### src/hdl/ehf_pkg.sv
// shared types and constants of the ethernet ipv4 l4 header filter
`default_nettype none

package ehf_pkg;

	localparam int unsigned MAX_FRAME_BYTES = 65536;
	localparam int unsigned POS_W = 16;
	localparam int unsigned AVAIL_W = 17;
	localparam int unsigned CFG_IDX_W = 3;
	localparam int unsigned CFG_DATA_W = 48;

	localparam logic [7:0] PROTO_TCP = 8'd6;
	localparam logic [7:0] PROTO_UDP = 8'd17;
	localparam logic [3:0] MIN_HEADER_WORDS = 4'd5;
	localparam logic [AVAIL_W-1:0] MIN_DECODE_BYTES = 17'd24;

	typedef enum logic [CFG_IDX_W-1:0] {
		REG_PROTOCOL_SELECT = 3'd0,
		REG_MATCH_ENABLES   = 3'd1,
		REG_WANT_SRC_MAC    = 3'd2,
		REG_WANT_DST_MAC    = 3'd3,
		REG_WANT_SRC_IP     = 3'd4,
		REG_WANT_DST_IP     = 3'd5,
		REG_WANT_SRC_PORT   = 3'd6,
		REG_WANT_DST_PORT   = 3'd7
	} reg_index_t;

	typedef enum logic [1:0] {
		VERDICT_ACCEPT      = 2'd0,
		VERDICT_PROTO_DROP  = 2'd1,
		VERDICT_MATCH_DROP  = 2'd2,
		VERDICT_TRUNCATED   = 2'd3
	} verdict_t;

	typedef enum logic [1:0] {
		CLASS_TCP   = 2'd0,
		CLASS_UDP   = 2'd1,
		CLASS_OTHER = 2'd2,
		CLASS_NONE  = 2'd3
	} class_t;

	typedef struct packed {
		logic [7:0]  protocol_select;
		logic [3:0]  match_enables;
		logic [47:0] want_src_mac;
		logic [47:0] want_dst_mac;
		logic [31:0] want_src_ip;
		logic [31:0] want_dst_ip;
		logic [15:0] want_src_port;
		logic [15:0] want_dst_port;
	} cfg_t;

	typedef struct packed {
		logic [7:0]         protocol;
		logic [3:0]         header_words;
		logic [47:0]        dst_mac;
		logic [47:0]        src_mac;
		logic [31:0]        src_ip;
		logic [31:0]        dst_ip;
		logic [15:0]        src_port;
		logic [15:0]        dst_port;
		logic [AVAIL_W-1:0] avail;
	} frame_t;

endpackage

`default_nettype wire

### src/hdl/ehf_if.sv
// word channels of the filter: frame bytes in, verdicts out
`default_nettype none

interface ehf_byte_if;
	logic       valid;
	logic       ready;
	logic [7:0] frame_byte;
	logic       last_byte;

	modport source (output valid, output frame_byte, output last_byte, input ready);
	modport sink (input valid, input frame_byte, input last_byte, output ready);
endinterface

interface ehf_result_if;
	logic        valid;
	logic        ready;
	logic [1:0]  verdict;
	logic [1:0]  proto_class;
	logic [7:0]  ip_protocol;
	logic [31:0] total_count;
	logic [31:0] tcp_count;
	logic [31:0] udp_count;
	logic [31:0] other_count;

	modport source (output valid, output verdict, output proto_class, output ip_protocol,
		output total_count, output tcp_count, output udp_count, output other_count,
		input ready);
	modport sink (input valid, input verdict, input proto_class, input ip_protocol,
		input total_count, input tcp_count, input udp_count, input other_count,
		output ready);
endinterface

`default_nettype wire

### src/hdl/ehf_cfg.sv
// configuration register file of the filter
`default_nettype none

module ehf_cfg (
	input  wire logic                          clk,
	input  wire logic                          arst_n,
	input  wire logic                          cfg_write,
	input  wire logic [ehf_pkg::CFG_IDX_W-1:0]  cfg_index,
	input  wire logic [ehf_pkg::CFG_DATA_W-1:0] cfg_data,
	output ehf_pkg::cfg_t                      cfg
);

	ehf_pkg::cfg_t cfg_q;

	always_ff @(posedge clk or negedge arst_n) begin
		if (!arst_n) begin
			cfg_q <= '0;
		end else if (cfg_write) begin
			unique case (ehf_pkg::reg_index_t'(cfg_index))
				ehf_pkg::REG_PROTOCOL_SELECT: cfg_q.protocol_select <= cfg_data[7:0];
				ehf_pkg::REG_MATCH_ENABLES:   cfg_q.match_enables <= cfg_data[3:0];
				ehf_pkg::REG_WANT_SRC_MAC:    cfg_q.want_src_mac <= cfg_data[47:0];
				ehf_pkg::REG_WANT_DST_MAC:    cfg_q.want_dst_mac <= cfg_data[47:0];
				ehf_pkg::REG_WANT_SRC_IP:     cfg_q.want_src_ip <= cfg_data[31:0];
				ehf_pkg::REG_WANT_DST_IP:     cfg_q.want_dst_ip <= cfg_data[31:0];
				ehf_pkg::REG_WANT_SRC_PORT:   cfg_q.want_src_port <= cfg_data[15:0];
				ehf_pkg::REG_WANT_DST_PORT:   cfg_q.want_dst_port <= cfg_data[15:0];
				default: ;
			endcase
		end
	end

	assign cfg = cfg_q;

endmodule

`default_nettype wire

### src/hdl/ehf_capture.sv
// header field capture: byte position tracking and field shift registers
`default_nettype none

module ehf_capture #(
	parameter int unsigned MAX_FRAME_BYTES = ehf_pkg::MAX_FRAME_BYTES
) (
	input  wire logic       clk,
	input  wire logic       arst_n,
	input  wire logic       step,
	input  wire logic [7:0] frame_byte,
	input  wire logic       last_byte,
	output ehf_pkg::frame_t frame
);

	localparam logic [ehf_pkg::AVAIL_W-1:0] LIMIT = ehf_pkg::AVAIL_W'(MAX_FRAME_BYTES);

	logic [ehf_pkg::POS_W-1:0]   pos_q;
	logic [3:0]                  hw_q;
	logic [7:0]                  proto_q;
	logic [47:0]                 dmac_q;
	logic [47:0]                 smac_q;
	logic [31:0]                 sip_q;
	logic [31:0]                 dip_q;
	logic [15:0]                 sport_q;
	logic [15:0]                 dport_q;

	logic                        in_range;
	logic                        port_zone;
	logic [6:0]                  l4_start;
	logic [ehf_pkg::POS_W-1:0]   l4_pos;
	logic [ehf_pkg::AVAIL_W-1:0] seen_bytes;
	ehf_pkg::frame_t             nxt;

	always_comb begin
		in_range = {1'b0, pos_q} < LIMIT;
		l4_start = 7'd14 + {1'b0, hw_q, 2'b00};
		l4_pos = ehf_pkg::POS_W'(l4_start);
		port_zone = in_range && (pos_q > 16'd14) && (hw_q >= ehf_pkg::MIN_HEADER_WORDS);
		seen_bytes = {1'b0, pos_q} + 17'd1;

		nxt.dst_mac = dmac_q;
		nxt.src_mac = smac_q;
		nxt.header_words = hw_q;
		nxt.protocol = proto_q;
		nxt.src_ip = sip_q;
		nxt.dst_ip = dip_q;
		nxt.src_port = sport_q;
		nxt.dst_port = dport_q;
		nxt.avail = (seen_bytes > LIMIT) ? LIMIT : seen_bytes;

		if (in_range) begin
			if (pos_q <= 16'd5) begin
				nxt.dst_mac = {dmac_q[39:0], frame_byte};
			end else if (pos_q <= 16'd11) begin
				nxt.src_mac = {smac_q[39:0], frame_byte};
			end else if (pos_q == 16'd14) begin
				nxt.header_words = frame_byte[3:0];
			end else if (pos_q == 16'd23) begin
				nxt.protocol = frame_byte;
			end else if (pos_q >= 16'd26 && pos_q <= 16'd29) begin
				nxt.src_ip = {sip_q[23:0], frame_byte};
			end else if (pos_q >= 16'd30 && pos_q <= 16'd33) begin
				nxt.dst_ip = {dip_q[23:0], frame_byte};
			end
		end

		if (port_zone) begin
			if (pos_q == l4_pos || pos_q == l4_pos + 16'd1) begin
				nxt.src_port = {sport_q[7:0], frame_byte};
			end else if (pos_q == l4_pos + 16'd2 || pos_q == l4_pos + 16'd3) begin
				nxt.dst_port = {dport_q[7:0], frame_byte};
			end
		end
	end

	always_ff @(posedge clk or negedge arst_n) begin
		if (!arst_n) begin
			pos_q <= '0;
			hw_q <= '0;
			proto_q <= '0;
			dmac_q <= '0;
			smac_q <= '0;
			sip_q <= '0;
			dip_q <= '0;
			sport_q <= '0;
			dport_q <= '0;
		end else if (step) begin
			if (last_byte) begin
				pos_q <= '0;
				hw_q <= '0;
				proto_q <= '0;
				dmac_q <= '0;
				smac_q <= '0;
				sip_q <= '0;
				dip_q <= '0;
				sport_q <= '0;
				dport_q <= '0;
			end else begin
				pos_q <= (pos_q != '1) ? pos_q + 16'd1 : pos_q;
				hw_q <= nxt.header_words;
				proto_q <= nxt.protocol;
				dmac_q <= nxt.dst_mac;
				smac_q <= nxt.src_mac;
				sip_q <= nxt.src_ip;
				dip_q <= nxt.dst_ip;
				sport_q <= nxt.src_port;
				dport_q <= nxt.dst_port;
			end
		end
	end

	assign frame = nxt;

endmodule

`default_nettype wire

### src/hdl/ehf_verdict.sv
// verdict decision, frame counters and result register
`default_nettype none

module ehf_verdict (
	input  wire logic        clk,
	input  wire logic        arst_n,
	input  wire logic        fire,
	input  ehf_pkg::frame_t  frame,
	input  ehf_pkg::cfg_t    cfg,
	output logic             can_take,
	ehf_result_if.source     result
);

	logic                 valid_q;
	ehf_pkg::verdict_t    verdict_q;
	ehf_pkg::class_t      class_q;
	logic [7:0]           proto_out_q;
	logic [31:0]          total_q;
	logic [31:0]          tcp_q;
	logic [31:0]          udp_q;
	logic [31:0]          other_q;

	ehf_pkg::verdict_t    v_n;
	ehf_pkg::class_t      c_n;
	logic [7:0]           p_n;
	logic [6:0]           need;
	logic                 ok;

	always_comb begin
		need = 7'd18 + {1'b0, frame.header_words, 2'b00};
		ok = 1'b1;
		if (cfg.match_enables[0] && frame.src_mac != cfg.want_src_mac) ok = 1'b0;
		if (cfg.match_enables[1] && frame.dst_mac != cfg.want_dst_mac) ok = 1'b0;
		if (cfg.match_enables[2] && frame.src_ip != cfg.want_src_ip) ok = 1'b0;
		if (cfg.match_enables[3] && frame.dst_ip != cfg.want_dst_ip) ok = 1'b0;
		if (cfg.want_src_port != 16'd0 && frame.src_port != cfg.want_src_port) ok = 1'b0;
		if (cfg.want_dst_port != 16'd0 && frame.dst_port != cfg.want_dst_port) ok = 1'b0;

		v_n = ehf_pkg::VERDICT_ACCEPT;
		c_n = ehf_pkg::CLASS_NONE;
		p_n = frame.protocol;
		if (frame.avail < ehf_pkg::MIN_DECODE_BYTES) begin
			v_n = ehf_pkg::VERDICT_TRUNCATED;
			p_n = 8'd0;
		end else if (cfg.protocol_select != 8'd0 && cfg.protocol_select != frame.protocol) begin
			v_n = ehf_pkg::VERDICT_PROTO_DROP;
		end else if (frame.protocol == ehf_pkg::PROTO_TCP
				|| frame.protocol == ehf_pkg::PROTO_UDP) begin
			c_n = (frame.protocol == ehf_pkg::PROTO_TCP) ? ehf_pkg::CLASS_TCP
				: ehf_pkg::CLASS_UDP;
			if (frame.header_words < ehf_pkg::MIN_HEADER_WORDS
					|| frame.avail < {10'd0, need}) begin
				v_n = ehf_pkg::VERDICT_TRUNCATED;
			end else begin
				v_n = ok ? ehf_pkg::VERDICT_ACCEPT : ehf_pkg::VERDICT_MATCH_DROP;
			end
		end else begin
			c_n = ehf_pkg::CLASS_OTHER;
		end
	end

	assign can_take = !valid_q || result.ready;

	always_ff @(posedge clk or negedge arst_n) begin
		if (!arst_n) begin
			valid_q <= 1'b0;
			total_q <= '0;
			tcp_q <= '0;
			udp_q <= '0;
			other_q <= '0;
		end else if (fire) begin
			valid_q <= 1'b1;
			total_q <= total_q + 32'd1;
			if (c_n == ehf_pkg::CLASS_TCP) tcp_q <= tcp_q + 32'd1;
			if (c_n == ehf_pkg::CLASS_UDP) udp_q <= udp_q + 32'd1;
			if (c_n == ehf_pkg::CLASS_OTHER) other_q <= other_q + 32'd1;
		end else if (result.ready) begin
			valid_q <= 1'b0;
		end
	end

	always_ff @(posedge clk) begin
		if (fire) begin
			verdict_q <= v_n;
			class_q <= c_n;
			proto_out_q <= p_n;
		end
	end

	assign result.valid = valid_q;
	assign result.verdict = verdict_q;
	assign result.proto_class = class_q;
	assign result.ip_protocol = proto_out_q;
	assign result.total_count = total_q;
	assign result.tcp_count = tcp_q;
	assign result.udp_count = udp_q;
	assign result.other_count = other_q;

endmodule

`default_nettype wire

### src/hdl/ethernet_ipv4_l4_header_filter_unit.sv
// top level of the ethernet ipv4 l4 header filter
// The filter takes one frame byte per cycle on the frame channel, starting at the destination
// MAC, and gives one result word on the result channel for each byte marked last: verdict,
// protocol class, the IPv4 protocol byte and the four frame counters after that frame. A byte
// is held in the input register and is decoded into the header capture registers as it
// leaves, and a last byte's verdict is loaded into the result register at that same edge.
// Sustained rate is one byte per cycle; the only stall comes from the result register when a
// verdict is still waiting to be taken and another last byte reaches the decode stage.
// Configuration is written through the plain write port; the user must do so only while no
// frame is in flight, as the block itself does not enforce it.
`default_nettype none

module ethernet_ipv4_l4_header_filter_unit #(
	parameter int unsigned MAX_FRAME_BYTES = ehf_pkg::MAX_FRAME_BYTES
) (
	input  wire logic                          clk,
	input  wire logic                          arst_n,
	input  wire logic                          cfg_write,
	input  wire logic [ehf_pkg::CFG_IDX_W-1:0]  cfg_index,
	input  wire logic [ehf_pkg::CFG_DATA_W-1:0] cfg_data,
	ehf_byte_if.sink                           frame,
	ehf_result_if.source                       result
);

	logic            valid_s1;
	logic [7:0]      byte_s1;
	logic            last_s1;
	logic            advance;
	logic            can_take;
	ehf_pkg::cfg_t   cfg;
	ehf_pkg::frame_t fields;

	assign advance = valid_s1 && (!last_s1 || can_take);
	assign frame.ready = !valid_s1 || advance;

	always_ff @(posedge clk or negedge arst_n) begin
		if (!arst_n) begin
			valid_s1 <= 1'b0;
		end else if (frame.valid && frame.ready) begin
			valid_s1 <= 1'b1;
		end else if (advance) begin
			valid_s1 <= 1'b0;
		end
	end

	always_ff @(posedge clk) begin
		if (frame.valid && frame.ready) begin
			byte_s1 <= frame.frame_byte;
			last_s1 <= frame.last_byte;
		end
	end

	ehf_cfg u_cfg (
		.clk       (clk),
		.arst_n    (arst_n),
		.cfg_write (cfg_write),
		.cfg_index (cfg_index),
		.cfg_data  (cfg_data),
		.cfg       (cfg)
	);

	ehf_capture #(
		.MAX_FRAME_BYTES (MAX_FRAME_BYTES)
	) u_capture (
		.clk        (clk),
		.arst_n     (arst_n),
		.step       (advance),
		.frame_byte (byte_s1),
		.last_byte  (last_s1),
		.frame      (fields)
	);

	ehf_verdict u_verdict (
		.clk      (clk),
		.arst_n   (arst_n),
		.fire     (advance && last_s1),
		.frame    (fields),
		.cfg      (cfg),
		.can_take (can_take),
		.result   (result)
	);

endmodule

`default_nettype wire

### src/flat_wrapper.sv
// flat-port wrapper written by rule: the top's interface ports become plain ports
module ethernet_ipv4_l4_header_filter_unit_flat 
#(
	parameter int unsigned MAX_FRAME_BYTES = ehf_pkg::MAX_FRAME_BYTES
)
  (clk, arst_n, cfg_write, cfg_index, cfg_data, frame_valid, frame_frame_byte, frame_last_byte, frame_ready, result_valid, result_verdict, result_proto_class, result_ip_protocol, result_total_count, result_tcp_count, result_udp_count, result_other_count, result_ready);
  ehf_byte_if frame_i ();
  ehf_result_if result_i ();
  input  wire logic clk;
  input  wire logic arst_n;
  input  wire logic cfg_write;
  input  wire logic [ehf_pkg::CFG_IDX_W-1:0] cfg_index;
  input  wire logic [ehf_pkg::CFG_DATA_W-1:0] cfg_data;
  input wire logic [$bits(frame_i.valid)-1:0] frame_valid;
  input wire logic [$bits(frame_i.frame_byte)-1:0] frame_frame_byte;
  input wire logic [$bits(frame_i.last_byte)-1:0] frame_last_byte;
  output wire logic [$bits(frame_i.ready)-1:0] frame_ready;
  output wire logic [$bits(result_i.valid)-1:0] result_valid;
  output wire logic [$bits(result_i.verdict)-1:0] result_verdict;
  output wire logic [$bits(result_i.proto_class)-1:0] result_proto_class;
  output wire logic [$bits(result_i.ip_protocol)-1:0] result_ip_protocol;
  output wire logic [$bits(result_i.total_count)-1:0] result_total_count;
  output wire logic [$bits(result_i.tcp_count)-1:0] result_tcp_count;
  output wire logic [$bits(result_i.udp_count)-1:0] result_udp_count;
  output wire logic [$bits(result_i.other_count)-1:0] result_other_count;
  input wire logic [$bits(result_i.ready)-1:0] result_ready;
  assign frame_i.valid = frame_valid;
  assign frame_i.frame_byte = frame_frame_byte;
  assign frame_i.last_byte = frame_last_byte;
  assign frame_ready = frame_i.ready;
  assign result_valid = result_i.valid;
  assign result_verdict = result_i.verdict;
  assign result_proto_class = result_i.proto_class;
  assign result_ip_protocol = result_i.ip_protocol;
  assign result_total_count = result_i.total_count;
  assign result_tcp_count = result_i.tcp_count;
  assign result_udp_count = result_i.udp_count;
  assign result_other_count = result_i.other_count;
  assign result_i.ready = result_ready;
  ethernet_ipv4_l4_header_filter_unit #(.MAX_FRAME_BYTES(MAX_FRAME_BYTES)) u_core (.clk(clk), .arst_n(arst_n), .cfg_write(cfg_write), .cfg_index(cfg_index), .cfg_data(cfg_data), .frame(frame_i), .result(result_i));
endmodule
### config.mk
export PLATFORM = sky130hd
export DESIGN_NAME = ethernet_ipv4_l4_header_filter_unit_flat
export DESIGN_NICKNAME = d
export VERILOG_FILES = /design/src/hdl/ehf_pkg.sv /design/src/hdl/ehf_if.sv /design/src/hdl/ehf_cfg.sv /design/src/hdl/ehf_capture.sv /design/src/hdl/ehf_verdict.sv /design/src/hdl/ethernet_ipv4_l4_header_filter_unit.sv /design/src/flat_wrapper.sv
export SDC_FILE = /design/constraint.sdc
export NUM_CORES = 1
export LEC_CHECK = 0
export BUFFER_PORTS_ARGS = -buffer_cell sky130_fd_sc_hd__buf_2
export CAP_MARGIN = 20
export CORE_MARGIN = 4
export CORE_UTILIZATION = 40
export DETAILED_ROUTE_END_ITERATION = 8
export GPL_ROUTABILITY_DRIVEN = 0
export SLEW_MARGIN = 20
export SYNTH_ARGS = -nofsm -noshare
export SYNTH_HDL_FRONTEND = slang
export SYNTH_HIERARCHICAL = 1
export SYNTH_SLANG_ARGS = --single-unit
### constraint.sdc
create_clock -name clk -period 4.1 [get_ports clk]
set_clock_uncertainty 0.2 [all_clocks]
set_input_delay 0.615 -clock clk [delete_from_list [all_inputs] [get_ports clk]]
set_output_delay 0.615 -clock clk [all_outputs]
set_load 0.005 [all_outputs]
==> summary.txt <==
Global route
  – Wire length of the first global-routing pass: roughly 140000 um
  – Global route overflow: 0
  – Total GRT Usage: between 20% and 30%
  – Vias in the first global route: approximately 22000
  – Largest net degree at the start of global routing: approximately 190
  – Initial antenna violation count: 2

Cells and area
  – Layout cells sized above 1: a little under a third
  – Post-layout nets: slightly below 3000
  – Post-Layout Cell Count: 3865
  – Syn-to-layout area delta: 17.0%
  – Diode count: 0
  – Design area: 35500 um2
  – Fillers: 6755
  – Most common cell after layout, fill and taps aside: dfrtp_1
  – Commonest cells after routing, fill and taps aside: dfrtp_1 (554), mux2_2 (331), buf_2 (205), xor2_1 (188), a22oi_1 (170)

Worst setup path
  – Reg-to-Reg Start: u_core/u_capture/pos_q[15]
  – Reg2reg setup slack: ~0.044 ns
  – Critical path class: flip-flop to flip-flop
  – CP arrival: approximately 4.2 ns
  – Critical Path RT: between 4 and 5 ns
  – Crit Path Max Fanout: 29
  – Worst Reg2Reg Path Length in Cells: 13
  – Endpoint type of the worst setup path: flip-flop
  – Startpoint Class: flip-flop
  – Critical R2R Capture: u_core/u_verdict/result.verdict[1]

Floorplanning
  – Die Y: about 280 um
  – Core area: roughly 75000 um2
  – Chip Width: approximately 280 um
  – Row count: 100
  – Die ar.: just over 80000 um2
  – Starting density of the core: between 40% and 50%
  – I/O pin cnt: between 200 and 250

Power
  – PD cells: between 400 and 500 nW/um2
  – Pleak: approximately 16 nW
  – Worst vdd ir: around 0.00034 V

Route
  – DRT iter0 DRCs: approximately 1700
  – DRT Pass-1 Iters: 5
  – Routed vias: around 22000
  – Drt drc: 0
  – Post-DRT Antenna Nets: 0
  – Routed WL: about 87000 um
  – Vias per cell: 5.79
  – WL/cell: about 23 um

Timing
  – Max Transition Viols Final: 0
  – Slew headroom: 26.2%
  – Finish-stage setup viols: 0
  – Setup WS post-layout: approximately 0.044 ns
  – RSZ-0062 raised after global routing: yes
  – Crit share post-route: 98.9%
  – Fmax: between 200 and 250 MHz
  – Actual slew at the worst max-slew pin: ~1.1 ns
  – Post-route minimum period: 4.06 ns
  – Fin. Hold Viols: 0
  – Final setup TNS: 0 ns

Clock network
  – CTS max path bufs: 3
  – Root Driver: clkbuf_16
  – Htree depth: 3
  – Num CTS Buffers: 67
  – Clock latency on the worst-skew pair: ~0.61 ns
  – Clk sinks: 575
  – CTS clock-pin slew for the worst setup and hold paths: 0.06 ns
  – CTS tree: yes

Yosys
  – Yosys warning count: 6
  – Syn_area_per_cell: about 12 um2
  – Gate Count Post-Synth: around 2600
  – Net Count, Synth: between 2000 and 3000
  – Area of the mapped netlist: slightly above 30000 um2

Placed design
  – Port-buffer cells: slightly above 200
  – DP HPWL: just under 60000 um
  – Dpl cell area: 33000 um2
  – Placed cells: approximately 3700
  – Pre-CTS setup slack: -0.189 ns

Run
  – Max Cap Viol: 0

Worst hold path
  – Worst Hold Path Cells: 2
  – Min-Delay Endpoint: u_core/valid_s1
  – Hold wc startpoint: frame_valid
  – HP Class: primary input to flip-flop

Run status
  – Status: finished clean
## through the flow
step / total power (W) / hold WS [ns] / utilization [%]
finish: 0.0166 / 0.0395 / 47.5
CTS: 0.0167 / 0.000225 / 47.2
global route: 0.0173 / 0.0236 / 47.5
detailed placement: 0.0105 / 0.264 / 44.1
floorplan: 0.00930 / 0.119 / -
global placement: 0.0104 / 0.251 / 44.1
## critical path, stage by stage, from the launching register on
cell	delay (ns)
dfrtp_1	0.40
or4_1	0.61
nor4_2	0.25
buf_4	0.19
nand2_2	0.16
buf_12	0.24
mux2_2	0.29
xor2_1	0.16
nor4_1	0.40
nand4_1	0.22
o21ai_1	0.28
buf_4	0.15
and4_1	0.15
a21oi_1	0.06
## where the power goes
part / leakage, nW / switching (W) / internal, W
Combinational: 7.35 / 0.00154 / 0.00172
Clock: 1.09 / 0.00246 / 0.00361
Sequential: 7.42 / 0.000803 / 0.00646
## flip-flops by register name, summed over array words and instances, names as in the netlist, 16 cells and up
name / cells
u_core/u_verdict/result.tcp_count: 32
u_core/u_verdict/result.udp_count: 32
u_core/u_capture/sport_q: 16
u_core/u_capture/smac_q: 48
u_core/u_verdict/result.other_count: 32
u_core/u_capture/dip_q: 32
u_core/u_capture/dmac_q: 48
u_core/u_cfg/cfg: 204
u_core/u_capture/sip_q: 32
u_core/u_capture/pos_q: 16
u_core/u_verdict/result.total_count: 32
u_core/u_capture/dport_q: 16
## what timing repair did
item	CTS	global route
endpoints found under the setup margin	1	67
cloned	0	2
hold buffers	10	0
pin swaps	1	3
buffers inserted	0	2
endpoints found under the hold margin	74	0
gates resized for setup	3	21
## area by class of cell
type                    count  area, um2  area share (%)
multi-input cells        1798      15000            42.2
well taps                 969       1210            3.41
flip-flops and latches    575      14500            40.8
clock inverters            32        353           0.993
repair buffers            353       2430            6.83
clock buffers              89       1870            5.26
inverters                  49        189           0.532
## layer usage
metal	GRT usage, %	vias up	part of all wire [%]
li1	-	10100	-
met1	29.5	11500	46
met2	33.7	679	47
met3	3.69	120	5.5
met4	5.16	0	2.3
met5	0	-	0
## how the worst max path moves through the flow
stage                                               to                       start  cells past startpoint
detailed placement  u_core/u_verdict/result.verdict[1]   u_core/u_capture/pos_q[1]                     15
floorplan           u_core/u_verdict/result.verdict[1]    u_core/u_capture/hw_q[0]                     17
CTS                 u_core/u_verdict/result.verdict[1]   u_core/u_capture/pos_q[0]                     14
finish              u_core/u_verdict/result.verdict[1]  u_core/u_capture/pos_q[15]                     13
global route        u_core/u_verdict/result.verdict[1]   u_core/u_capture/pos_q[0]                     14
global placement    u_core/u_verdict/result.verdict[1]  u_core/u_capture/pos_q[11]                     13
No activity file was read; power rests on OpenSTA's default activity.
